File: src/rtl/core/assert_macros.svh
// assertion macros used by the header line parser
`ifndef ASSERT_MACROS_SVH
`define ASSERT_MACROS_SVH

// property checked at every rising clock edge outside reset
`define ASSERT_CHK(lbl, clk, rst_n, prop) \
    lbl: assert property (@(posedge clk) disable iff (!(rst_n)) (prop)) \
        else $error("assertion failed");

// same-cycle implication
`define ASSERT_IMPL(lbl, clk, rst_n, ante, cons) \
    lbl: assert property (@(posedge clk) disable iff (!(rst_n)) (ante) |-> (cons)) \
        else $error("implication failed");

// next-cycle implication
`define ASSERT_NEXT(lbl, clk, rst_n, ante, cons) \
    lbl: assert property (@(posedge clk) disable iff (!(rst_n)) (ante) |=> (cons)) \
        else $error("next-cycle implication failed");

`endif

File: src/rtl/core/hhlp_pkg.sv
// package: phase, role and event codes, byte constants and result type of the header parser
package hhlp_pkg;

    localparam logic [7:0] CH_COLON = 8'h3A;
    localparam logic [7:0] CH_CR    = 8'h0D;
    localparam logic [7:0] CH_LF    = 8'h0A;
    localparam logic [7:0] CH_SP    = 8'h20;
    localparam logic [7:0] CH_TAB   = 8'h09;

    typedef enum logic [2:0] {
        PH_NAME    = 3'd0,
        PH_NAME_CR = 3'd1,
        PH_SEP     = 3'd2,
        PH_VALUE   = 3'd3,
        PH_VAL_CR  = 3'd4,
        PH_VAL_LF  = 3'd5,
        PH_FOLD    = 3'd6
    } t_phase;

    typedef enum logic [1:0] {
        ROLE_SKIP  = 2'd0,
        ROLE_NAME  = 2'd1,
        ROLE_VALUE = 2'd2
    } t_role;

    typedef enum logic [2:0] {
        EV_NONE  = 3'd0,
        EV_DONE  = 3'd1,
        EV_EMPTY = 3'd2,
        EV_END   = 3'd3,
        EV_ERR   = 3'd4
    } t_event;

    typedef struct packed {
        logic [7:0] out_byte;
        t_role      byte_role;
        t_event     event_res;
    } t_result;

    function automatic logic is_ws(input logic [7:0] b);
        return (b == CH_SP) || (b == CH_TAB);
    endfunction

    function automatic logic is_sep(input logic [7:0] b);
        return (b == CH_COLON) || is_ws(b);
    endfunction

endpackage

File: src/rtl/core/hhlp_ifs.sv
// valid/ready channel interfaces for header bytes in and parsed beats out
interface hhlp_in_if;
    logic       valid;
    logic       ready;
    logic [7:0] data_byte;
    logic       last_byte;

    modport source (output valid, output data_byte, output last_byte, input ready);
    modport sink   (input valid, input data_byte, input last_byte, output ready);
endinterface

interface hhlp_out_if;
    logic       valid;
    logic       ready;
    logic [7:0] out_byte;
    logic [1:0] byte_role;
    logic [2:0] event_res;

    modport source (output valid, output out_byte, output byte_role, output event_res,
                    input ready);
    modport sink   (input valid, input out_byte, input byte_role, input event_res,
                    output ready);
endinterface

File: src/rtl/core/http_header_line_parser.sv
// http_header_line_parser: sorts HTTP header text into name and value bytes, one byte a beat.
// Each input beat gives exactly one output beat. Throughput is one byte per clock cycle while
// the output is not stalled, set by the single phase register that is updated as a byte moves
// from the input register to the result register, which drives the output beat. While a
// result waits at a stalled output the input register takes one more byte and then holds
// ready low until the output moves, so one byte of slack is held on each side. Outputs:
// out_byte (0x20 at a fold), byte_role (0 skip, 1 name, 2 value), event_res (0 none,
// 1 header done, 2 empty line, 3 text end, 4 error).
`include "assert_macros.svh"

module http_header_line_parser (
    input  logic        i_clk,
    input  logic        i_rst_n,
    hhlp_in_if.sink     i_in,
    hhlp_out_if.source  o_out
);

    logic              r_in_valid;
    logic [7:0]        r_in_byte;
    logic              r_in_last;
    logic              r_out_valid;
    hhlp_pkg::t_result r_out;
    hhlp_pkg::t_phase  r_phase;

    hhlp_pkg::t_phase  n_phase;
    hhlp_pkg::t_result n_out;
    logic              w_adv;

    assign w_adv      = r_in_valid && (!r_out_valid || o_out.ready);
    assign i_in.ready = !r_in_valid || w_adv;

    hhlp_step u_step (
        .i_phase      (r_phase),
        .i_data_byte  (r_in_byte),
        .i_last_byte  (r_in_last),
        .o_next_phase (n_phase),
        .o_result     (n_out)
    );

    always_ff @(posedge i_clk) begin
        if (!i_rst_n) begin
            r_in_valid  <= 1'b0;
            r_out_valid <= 1'b0;
            r_phase     <= hhlp_pkg::PH_NAME;
        end else begin
            if (i_in.ready) begin
                r_in_valid <= i_in.valid;
            end
            if (w_adv) begin
                r_out_valid <= 1'b1;
                r_phase     <= n_phase;
            end else if (o_out.ready) begin
                r_out_valid <= 1'b0;
            end
        end
    end

    always_ff @(posedge i_clk) begin
        if (i_in.ready && i_in.valid) begin
            r_in_byte <= i_in.data_byte;
            r_in_last <= i_in.last_byte;
        end
        if (w_adv) begin
            r_out <= n_out;
        end
    end

    assign o_out.valid     = r_out_valid;
    assign o_out.out_byte  = r_out.out_byte;
    assign o_out.byte_role = r_out.byte_role;
    assign o_out.event_res = r_out.event_res;

    // end of text always returns to the name phase
    `ASSERT_NEXT(a_last_to_name, i_clk, i_rst_n, w_adv && r_in_last,
                 r_phase == hhlp_pkg::PH_NAME)
    // an error beat never carries a name or value byte
    `ASSERT_IMPL(a_err_skip, i_clk, i_rst_n,
                 r_out_valid && (r_out.event_res == hhlp_pkg::EV_ERR),
                 r_out.byte_role == hhlp_pkg::ROLE_SKIP)
    // a held input byte is not overwritten
    `ASSERT_NEXT(a_in_hold, i_clk, i_rst_n, r_in_valid && !w_adv,
                 r_in_valid && $stable(r_in_byte) && $stable(r_in_last))

endmodule

File: src/rtl/core/hhlp_step.sv
// one-byte decision logic: current phase and byte in, next phase and result out
module hhlp_step (
    input  hhlp_pkg::t_phase  i_phase,
    input  logic [7:0]        i_data_byte,
    input  logic              i_last_byte,
    output hhlp_pkg::t_phase  o_next_phase,
    output hhlp_pkg::t_result o_result
);

    hhlp_pkg::t_phase name_phase;
    hhlp_pkg::t_role  name_role;
    hhlp_pkg::t_phase value_phase;
    hhlp_pkg::t_role  value_role;
    hhlp_pkg::t_phase phase_nxt;
    hhlp_pkg::t_role  role;
    hhlp_pkg::t_event ev;
    logic [7:0]       ob;

    // name phase handling of one byte
    always_comb begin
        if (hhlp_pkg::is_sep(i_data_byte)) begin
            name_phase = hhlp_pkg::PH_SEP;
            name_role  = hhlp_pkg::ROLE_SKIP;
        end else if (i_data_byte == hhlp_pkg::CH_CR) begin
            name_phase = hhlp_pkg::PH_NAME_CR;
            name_role  = hhlp_pkg::ROLE_SKIP;
        end else begin
            name_phase = hhlp_pkg::PH_NAME;
            name_role  = hhlp_pkg::ROLE_NAME;
        end
    end

    // value phase handling of one byte
    always_comb begin
        if (i_data_byte == hhlp_pkg::CH_CR) begin
            value_phase = hhlp_pkg::PH_VAL_CR;
            value_role  = hhlp_pkg::ROLE_SKIP;
        end else begin
            value_phase = hhlp_pkg::PH_VALUE;
            value_role  = hhlp_pkg::ROLE_VALUE;
        end
    end

    always_comb begin
        phase_nxt = hhlp_pkg::PH_NAME;
        role      = hhlp_pkg::ROLE_SKIP;
        ev        = hhlp_pkg::EV_NONE;
        ob        = i_data_byte;
        case (i_phase)
            hhlp_pkg::PH_NAME_CR: begin
                ev = (i_data_byte == hhlp_pkg::CH_LF) ? hhlp_pkg::EV_EMPTY : hhlp_pkg::EV_ERR;
                phase_nxt = hhlp_pkg::PH_NAME;
            end
            hhlp_pkg::PH_SEP: begin
                if (hhlp_pkg::is_sep(i_data_byte)) begin
                    phase_nxt = hhlp_pkg::PH_SEP;
                end else begin
                    phase_nxt = value_phase;
                    role      = value_role;
                end
            end
            hhlp_pkg::PH_VALUE: begin
                phase_nxt = value_phase;
                role      = value_role;
            end
            hhlp_pkg::PH_VAL_CR: begin
                if (i_data_byte == hhlp_pkg::CH_LF) begin
                    phase_nxt = hhlp_pkg::PH_VAL_LF;
                end else begin
                    ev        = hhlp_pkg::EV_ERR;
                    phase_nxt = hhlp_pkg::PH_NAME;
                end
            end
            hhlp_pkg::PH_VAL_LF: begin
                if (hhlp_pkg::is_ws(i_data_byte)) begin
                    // fold: one value space, rest of the whitespace skipped
                    ob        = hhlp_pkg::CH_SP;
                    role      = hhlp_pkg::ROLE_VALUE;
                    phase_nxt = hhlp_pkg::PH_FOLD;
                end else begin
                    ev        = hhlp_pkg::EV_DONE;
                    phase_nxt = name_phase;
                    role      = name_role;
                end
            end
            hhlp_pkg::PH_FOLD: begin
                if (hhlp_pkg::is_ws(i_data_byte)) begin
                    phase_nxt = hhlp_pkg::PH_FOLD;
                end else begin
                    phase_nxt = value_phase;
                    role      = value_role;
                end
            end
            default: begin
                phase_nxt = name_phase;
                role      = name_role;
            end
        endcase

        // end of text overrides
        if (i_last_byte) begin
            if ((phase_nxt == hhlp_pkg::PH_NAME_CR) || (phase_nxt == hhlp_pkg::PH_VAL_CR)) begin
                ev = hhlp_pkg::EV_ERR;
            end else if (ev == hhlp_pkg::EV_NONE) begin
                ev = hhlp_pkg::EV_END;
            end
            phase_nxt = hhlp_pkg::PH_NAME;
        end
    end

    assign o_next_phase       = phase_nxt;
    assign o_result.out_byte  = ob;
    assign o_result.byte_role = role;
    assign o_result.event_res = ev;

endmodule
File: src/flat_wrapper.sv
// flat-port wrapper written by rule: the top's interface ports become plain ports
module http_header_line_parser_flat 
  (i_clk, i_rst_n, i_in_valid, i_in_data_byte, i_in_last_byte, i_in_ready, o_out_valid, o_out_out_byte, o_out_byte_role, o_out_event_res, o_out_ready);
  hhlp_in_if i_in_i ();
  hhlp_out_if o_out_i ();
  input  logic i_clk;
  input  logic i_rst_n;
  input wire logic [$bits(i_in_i.valid)-1:0] i_in_valid;
  input wire logic [$bits(i_in_i.data_byte)-1:0] i_in_data_byte;
  input wire logic [$bits(i_in_i.last_byte)-1:0] i_in_last_byte;
  output wire logic [$bits(i_in_i.ready)-1:0] i_in_ready;
  output wire logic [$bits(o_out_i.valid)-1:0] o_out_valid;
  output wire logic [$bits(o_out_i.out_byte)-1:0] o_out_out_byte;
  output wire logic [$bits(o_out_i.byte_role)-1:0] o_out_byte_role;
  output wire logic [$bits(o_out_i.event_res)-1:0] o_out_event_res;
  input wire logic [$bits(o_out_i.ready)-1:0] o_out_ready;
  assign i_in_i.valid = i_in_valid;
  assign i_in_i.data_byte = i_in_data_byte;
  assign i_in_i.last_byte = i_in_last_byte;
  assign i_in_ready = i_in_i.ready;
  assign o_out_valid = o_out_i.valid;
  assign o_out_out_byte = o_out_i.out_byte;
  assign o_out_byte_role = o_out_i.byte_role;
  assign o_out_event_res = o_out_i.event_res;
  assign o_out_i.ready = o_out_ready;
  http_header_line_parser u_core (.i_clk(i_clk), .i_rst_n(i_rst_n), .i_in(i_in_i), .o_out(o_out_i));
endmodule
File: config.mk
export PLATFORM = sky130hd
export DESIGN_NAME = http_header_line_parser_flat
export DESIGN_NICKNAME = d
export VERILOG_FILES = /design/src/rtl/core/hhlp_pkg.sv /design/src/rtl/core/hhlp_ifs.sv /design/src/rtl/core/http_header_line_parser.sv /design/src/rtl/core/hhlp_step.sv /design/src/flat_wrapper.sv
export VERILOG_INCLUDE_DIRS = /design/src /design/src/rtl/core
export SDC_FILE = /design/constraint.sdc
export NUM_CORES = 1
export LEC_CHECK = 0
export BUFFER_PORTS_ARGS = -buffer_cell sky130_fd_sc_hd__buf_2
export CAP_MARGIN = 20
export CORE_MARGIN = 3
export CORE_UTILIZATION = 53
export DETAILED_ROUTE_END_ITERATION = 6
export PLACE_DENSITY = 0.76
export SLEW_MARGIN = 10
export SYNTH_ARGS = -nofsm -noshare
export SYNTH_HDL_FRONTEND = slang
export SYNTH_SLANG_ARGS = --single-unit
File: constraint.sdc
create_clock -name i_clk -period 2.3 [get_ports i_clk]
set_clock_uncertainty 0.15 [all_clocks]
set_input_delay 0.115 -clock i_clk [delete_from_list [all_inputs] [get_ports i_clk]]
set_output_delay 0.115 -clock i_clk [all_outputs]
set_load 0.005 [all_outputs]
==> run_results.csv, run 1 <==
group,metric,value,unit
global_route,grt_max_degree,17,
yosys,post-synth-top-area-cell,"edfxtp_1",
sta,worst_pin_slew,535,ps
die,initial_utilization,0.579,
run,cap_violations,0,
yosys,synth_ff_type,"edfxtp_1",
sta,hold_violations,0,
setup_path,critical_path_arrival,2230,ps
setup_path,cp.buffers_inverters,0,
sta,setup_ws,84.8,ps
yosys,synth_top_cell_area_share,0.501,
drt,vias_per_cell,5.68,
drt,routed_wirelength,2680,um
yosys,synth_area,1320,um2
yosys,syn_nets,128,
sta,finalSetupViolCount,0,
cts,clk_transition_reported_paths,160,ps
setup_path,crit_type,"reg -> reg",
die,rows,17,
final_layout,layout_commonest_cell,"buf_2",
sta,slew_headroom,0.643,
cts,cts_buffers,3,
yosys,syn_inst,115,
sta,post-route-period-util,0.963,
drt,avgRoutedWirePerCell,14.5,um
setup_path,cp_top_family,"simple AND/OR/NAND/NOR gates",
setup_path,cp.required,2320,ps
global_route,antenna_found_initial,0,
global_route,grt_pass1_vias,956,
cts,cts_max_path_buffers,2,
sta,drv_slew,0,
final_layout,nNetsFinal,171,
placed_design,dp_worst_setup_slack,36.1,ps
run_status,outcome,"complete, no violations",
final_layout,layout-drive-gt1-share,0.299,
cts,cts_tree,"yes",
yosys,yosys-top-cells-area,"edfxtp_1 (50%), dfxtp_1 (7.6%), nor2_1 (2.8%)",
die,fp.dieW,55.9,um
drt,drcViolationCount,0,
power_and_ir_drop,ir_worst_vdd,0.000556,V
cts,ctsRootBufferMaster,"clkbuf_4",
final_layout,n_antenna_cell,0,
drt,vias,1051,
final_layout,area_delta_synth_final,25.9,%
global_route,grt_util_all_layers,0.171,
final_layout,final_cells,185,
global_route,grt_pass1_wl,4270,um
power_and_ir_drop,pwr_density_cell,520,nW/um2
yosys,yosysWarnings,0,
yosys,synthDistinctLibCells,39,
setup_path,max_stage_delay,470,ps
setup_path,cp_max_fo,6,
setup_path,crit_slowest_cell,"edfxtp_1",
placed_design,gp_congestion,0.920,
drt,drtPass1Iterations,4,
cts,cts_max_level,1,
sta,max_freq,0.451,GHz
placed_design,port_buffers,27,
final_layout,final_cell_mix,"buf_2 (27), edfxtp_1 (22), dlygate4sd3_1 (12)",
placed_design,dp_cells,164,
yosys,syn_area_per_cell,11.5,um2
yosys,synth-seq-cells,27,
yosys,seq_area_frac_synth,0.577,
drt,drtIter0Drc,42,
setup_path,endpoint_kind,"flip-flop",
die,ios,28,
die,die_area,3120,um2
cts,cts.sinks,27,
setup_path,crit_path_start_kind,"flip-flop",
drt,ant_nets,0,
sta,period_needed,2220,ps
die,die_h,55.9,um
worst_hold_path,hold_class,"in -> reg",
placed_design,dp_hpwl,1760,um
power_and_ir_drop,leakage,0.650,nW
cts,clk_latency,340,ps
yosys,synthArstFlopShare,0,
global_route,grt-ovfl-total,0,
setup_path,crit_chain,"and4bb_1 > and3_1 > o21ai_0 > nand3_2 > o2111a_2 > nor4_2",
die,core,2280,um2
yosys,synth_edf_count,22,
-- synth_stat cells, types with 2 or more instances --
| master | n |
|---|---|
| nand4b_1 | 3 |
| a21o_2 | 2 |
| nor3b_1 | 3 |
| inv_1 | 3 |
| clkbuf_1 | 7 |
| edfxtp_1 | 22 |
| dfxtp_1 | 5 |
| nor2b_1 | 4 |
| nor2_1 | 10 |
| a21oi_1 | 6 |
| nor3_1 | 4 |
| o21ai_0 | 2 |
| a22oi_1 | 2 |
| a31oi_1 | 3 |
| o21a_1 | 3 |
| nand2_1 | 9 |
| nand2b_1 | 2 |
| and2_1 | 4 |
-- path summary, 6_finish.rpt --
path,start,endpoint,slack [ps],depth (start not counted)
max reg2reg,u_core.r_in_byte[1]$_DFFE_PP_,u_core.o_out.event_res[0]$_DFFE_PP_,80,6
min,i_in_data_byte[4],u_core.r_in_byte[4]$_DFFE_PP_,330,2
min reg2reg,u_core.r_in_byte[2]$_DFFE_PP_,u_core.o_out.out_byte[2]$_DFFE_PP_,420,0
max,u_core.r_in_byte[1]$_DFFE_PP_,u_core.o_out.event_res[0]$_DFFE_PP_,80,6
-- timing repair --
action,in CTS,in global routing
endpoints found under the setup margin,0,3
gates resized for setup,0,2
endpoints found under the hold margin,14,0
hold buffers,12,0
buffers inserted,0,5
-- cell families (layout without fill, tap and decap cells) --
family | Yosys count | in the layout | synth area share
AOI/OAI and AO/OA | 25 | 25 | 0.138
xor gates and xnor gates | 1 | 1 | 0.00665
buffers and inverters | 11 | 53 | 0.0361
DFF | 27 | 27 | 0.577
muxes | 1 | 1 | 0.00760
and+or+nand+nor | 50 | 50 | 0.235
-- final cells by class --
type / instances / area [um2]
flip-flops and latches: 27 / 761
well taps: 28 / 35.0
multi-input cells: 77 / 514
clock buffers: 3 / 22.5
clock inverters: 1 / 7.51
repair buffers: 46 / 308
fillers: 145 / 617
inverters: 3 / 11.3
-- registers in the layout, indices dropped and copies added, names as in the netlist --
signal / flops
u_core.r_in_last: 1
u_core.o_out.out_byte: 8
u_core.o_out.event_res: 3
u_core.r_in_byte: 8
u_core.o_out.valid: 1
u_core.r_in_valid: 1
u_core.r_phase: 3
u_core.o_out.byte_role: 2
-- per-stage QoR --
stage	TNS (ps)	instance area [um2]	power, mW	util	hold WS (ps)
5_1_grt	-60.9	1660	0.894	0.729	323
3_3_place_gp	0	1470	0.635	0.644	142
6_report	0	1660	0.863	0.729	329
4_1_cts	0	1620	0.856	0.710	322
3_5_place_dp	0	1470	0.637	0.644	143
2_1_floorplan	0	1320	0.610	-	63.9
-- worst reg2reg max path, stage by stage (launching register included) --
cell and delay, ps:
edfxtp_1 470, and4bb_1 310, and3_1 220, o21ai_0 240, nand3_2 110, o2111a_2 300, nor4_2 250
-- metal layers --
| metal | track usage | up-vias | part of all wire |
|---|---|---|---|
| met5 | 0 | - | 0 |
| met4 | 0.0678 | 0 | 0.024 |
| met3 | 0.0394 | 7 | 0.094 |
| met2 | 0.280 | 60 | 0.47 |
| met1 | 0.217 | 474 | 0.41 |
| li1 | - | 510 | - |
-- report_power, final --
| group | total [mW] | switching, mW | internal (mW) |
|---|---|---|---|
| logic | 0.0802 | 0.0352 | 0.0450 |
| clock network | 0.214 | 0.148 | 0.0667 |
| registers | 0.568 | 0.0159 | 0.552 |
Note: power is estimated with default switching activity, not from simulation.
==> inputs of run 2 (changes only) <==
--- a/config.mk
+++ b/config.mk
@@ -6,6 +6,7 @@
 export SDC_FILE = /design/constraint.sdc
 export NUM_CORES = 1
 export LEC_CHECK = 0
+export ABC_AREA = 1
 export BUFFER_PORTS_ARGS = -buffer_cell sky130_fd_sc_hd__buf_2
 export CAP_MARGIN = 20
 export CORE_MARGIN = 3
==> run_results.csv, run 2 <==
group,metric,value,unit
sta,finalSetupViolCount,0,
drt,vias,1069,
setup_path,cp.required,2270,ps
drt,drtIter0Drc,16,
die,rows,17,
drt,routed.top_layer,"met4",
die,core,2320,um2
setup_path,critical_path_arrival,1830,ps
yosys,yosysWarnings,0,
cts,cts_max_path_buffers,2,
worst_hold_path,whs_path_depth,2,
sta,max_freq,0.537,GHz
global_route,grt_util_all_layers,0.182,
setup_path,cp_top_family,"simple AND/OR/NAND/NOR gates",
power_and_ir_drop,power,0.881,mW
die,fp.dieW,56.6,um
drt,met2_length,1320,um
final_layout,layout_commonest_cell,"nand2_1",
setup_path,crit_type,"reg -> reg",
run,cap_violations,0,
drt,wl_met3,138,um
cts,ctsHoldBuffers,14,
cts,ctsRootBufferMaster,"clkbuf_4",
cts,clk_latency,340,ps
sta,drv_slew,0,
die,die_h,56.6,um
yosys,seq_area_frac_synth,0.561,
die,ios,28,
global_route,grt-ovfl-total,0,
setup_path,endpoint_kind,"flip-flop",
setup_path,cp_max_fo,4,
sta,post-route-period-util,0.810,
yosys,post-synth-top-area-cell,"edfxtp_1",
yosys,syn_nets,162,
yosys,syn_area_per_cell,9.10,um2
placed_design,dp_cells,199,
setup_path,r2r_slack,440,ps
cts,cts.sinks,27,
worst_hold_path,hold_class,"in -> reg",
cts,cts_tree,"yes",
cts,cts_max_level,1,
final_layout,final_cell_mix,"nand2_1 (37), buf_2 (27), edfxtp_1 (22)",
final_layout,area_delta_synth_final,23.3,%
sta,setup_ws,437,ps
yosys,synthArstFlopShare,0,
die,initial_utilization,0.585,
yosys,synth_area,1360,um2
yosys,synth_edf_count,22,
worst_hold_path,hp-start,"i_in_data_byte[5]",
run_status,outcome,"complete, no violations",
setup_path,crit_slowest_cell,"edfxtp_1",
global_route,grt_pass1_vias,1020,
drt,routed_wirelength,2660,um
drt,avgRoutedWirePerCell,12.3,um
drt,drtPass1Iterations,4,
yosys,synthDistinctLibCells,27,
cts,cts_buffers,3,
sta,rsz0062_at_grt,"no",
final_layout,nNetsFinal,203,
sta,worst_pin_slew,527,ps
placed_design,dp_hpwl,1830,um
yosys,synth.most_common_cell,"nand2_1",
die,die_area,3200,um2
cts,postCtsSetupRepairBufs,0,
global_route,antenna_found_initial,0,
yosys,syn_inst,149,
placed_design,gp_congestion,0.868,
final_layout,final_cells,217,
worst_hold_path,min_to,"u_core.r_in_byte[5]$_DFFE_PP_",
setup_path,cp.buffers_inverters,2,
setup_path,r2r_end,"u_core.o_out.event_res[2]$_DFFE_PP_",
sta,hold_violations,0,
global_route,grt_max_degree,18,
power_and_ir_drop,leakage,0.785,nW
setup_path,cp_common_cell,"nand2_1",
drt,drcViolationCount,0,
yosys,synth_common_cells,"nand2_1 (37), edfxtp_1 (22), inv_1 (15), nor2_1 (15), inv_2 (7)",
yosys,synth_ff_type,"edfxtp_1",
placed_design,port_buffers,27,
drt,ant_nets,0,
yosys,synth_top_cell_area_share,0.487,
sta,period_needed,1860,ps
power_and_ir_drop,pwr_density_cell,527,nW/um2
sta,slew_headroom,0.648,
placed_design,post_dp_cell_area,1500,um2
setup_path,r2r-start,"u_core.r_in_byte[1]$_DFFE_PP_",
drt,vias_per_cell,4.93,
cts,cts_resized,0,
drt,met1_length,1160,um
final_layout,seq_area,761,um2
cts,clk_transition_reported_paths,160,ps
yosys,yosys-top-cells-area,"edfxtp_1 (49%), nand2_1 (10%), dfxtp_1 (7.4%)",
setup_path,crit_path_start_kind,"flip-flop",
placed_design,dp_worst_setup_slack,492,ps
yosys,synth-seq-cells,27,
global_route,grt_pass1_wl,4570,um
setup_path,ff2ff_path_depth,12,
final_layout,multi_input_area,484,um2
setup_path,crit_chain,"inv_2 > nand2_1 > nor2_1 > nand2_2 > nand2_2 > nand2_1 > clkinv_1 > nand2_1 > nor2_2 > nand3_1 > nand3_2 > nand2_1",
power_and_ir_drop,ir_worst_vdd,0.000566,V
final_layout,fin_area,1670,um2
setup_path,max_stage_delay,470,ps
final_layout,layout-drive-gt1-share,0.307,
final_layout,n_antenna_cell,0,
sta,setup_tns,0,ps
final_layout,fillCellCount,173,
-- run 2: cell types whose count changed after synthesis, moves of 4 or more --
cell,before,now
nand2_1,9,37
inv_1,3,15
inv_2,0,7
nor2_2,0,6
nand2_2,0,5
nand3_1,1,6
nor2_1,10,15
and2_1,4,0
nor2b_1,4,0
-- run 2: cell families after synthesis --
group,count (synthesis),share of synthesized area
compound gates,12,0.0517
simple gates,82,0.305
buf+inv,28,0.0821
flops,27,0.561
-- run 2: power by group --
group          switching, mW  internal [mW]  total [mW]  leakage [nW]
sequential            0.0121          0.553       0.565         0.246
combinational         0.0443         0.0417      0.0860         0.520
clock                  0.158         0.0712       0.230        0.0183
-- run 2: per-stage QoR --
stage               utilization  hold WS [ps]
floorplan                     -          63.9
global placement          0.648           141
detailed placement        0.648           143
CTS                       0.722           319
global route              0.722           313
finish                    0.722           322
-- run 2: worst reg2reg max path: stages (launching register included) --
cell and delay [ps]:
edfxtp_1 470, inv_2 100, nand2_1 80, nor2_1 130, nand2_2 110, nand2_2 100
nand2_1 60, clkinv_1 40, nand2_1 50, nor2_2 130, nand3_1 100, nand3_2 80
nand2_1 50
-- run 2: layout make-up --
class	count	share of cell area
Clock buffer	3	0.0135
Clock inverter	1	0.00524
Inverter	23	0.0516
Multi-Input combinational cell	94	0.289
Sequential cell	27	0.455
Tap cell	28	0.0209
Timing Repair Buffer	41	0.165
-- run 2: how the worst max path moves through the flow --
stage	start	endpoint	depth (start not counted)
finish	u_core.r_in_byte[1]$_DFFE_PP_	u_core.o_out.event_res[2]$_DFFE_PP_	12
global route	u_core.r_in_byte[1]$_DFFE_PP_	u_core.o_out.event_res[1]$_DFFE_PP_	12
CTS	u_core.r_in_byte[5]$_DFFE_PP_	u_core.o_out.event_res[1]$_DFFE_PP_	12
detailed placement	u_core.r_in_byte[6]$_DFFE_PP_	u_core.o_out.event_res[2]$_DFFE_PP_	12
global placement	u_core.r_in_byte[6]$_DFFE_PP_	u_core.o_out.event_res[2]$_DFFE_PP_	12
floorplan	u_core.r_in_byte[2]$_DFFE_PP_	u_core.o_out.event_res[0]$_DFFE_PP_	12
-- run 2: layer usage --
metal  GRT usage  vias to the layer above
met5           0                        -
met4      0.0610                        0
met3      0.0299                        6
met2       0.318                       35
met1       0.225                      470
li1            -                      558
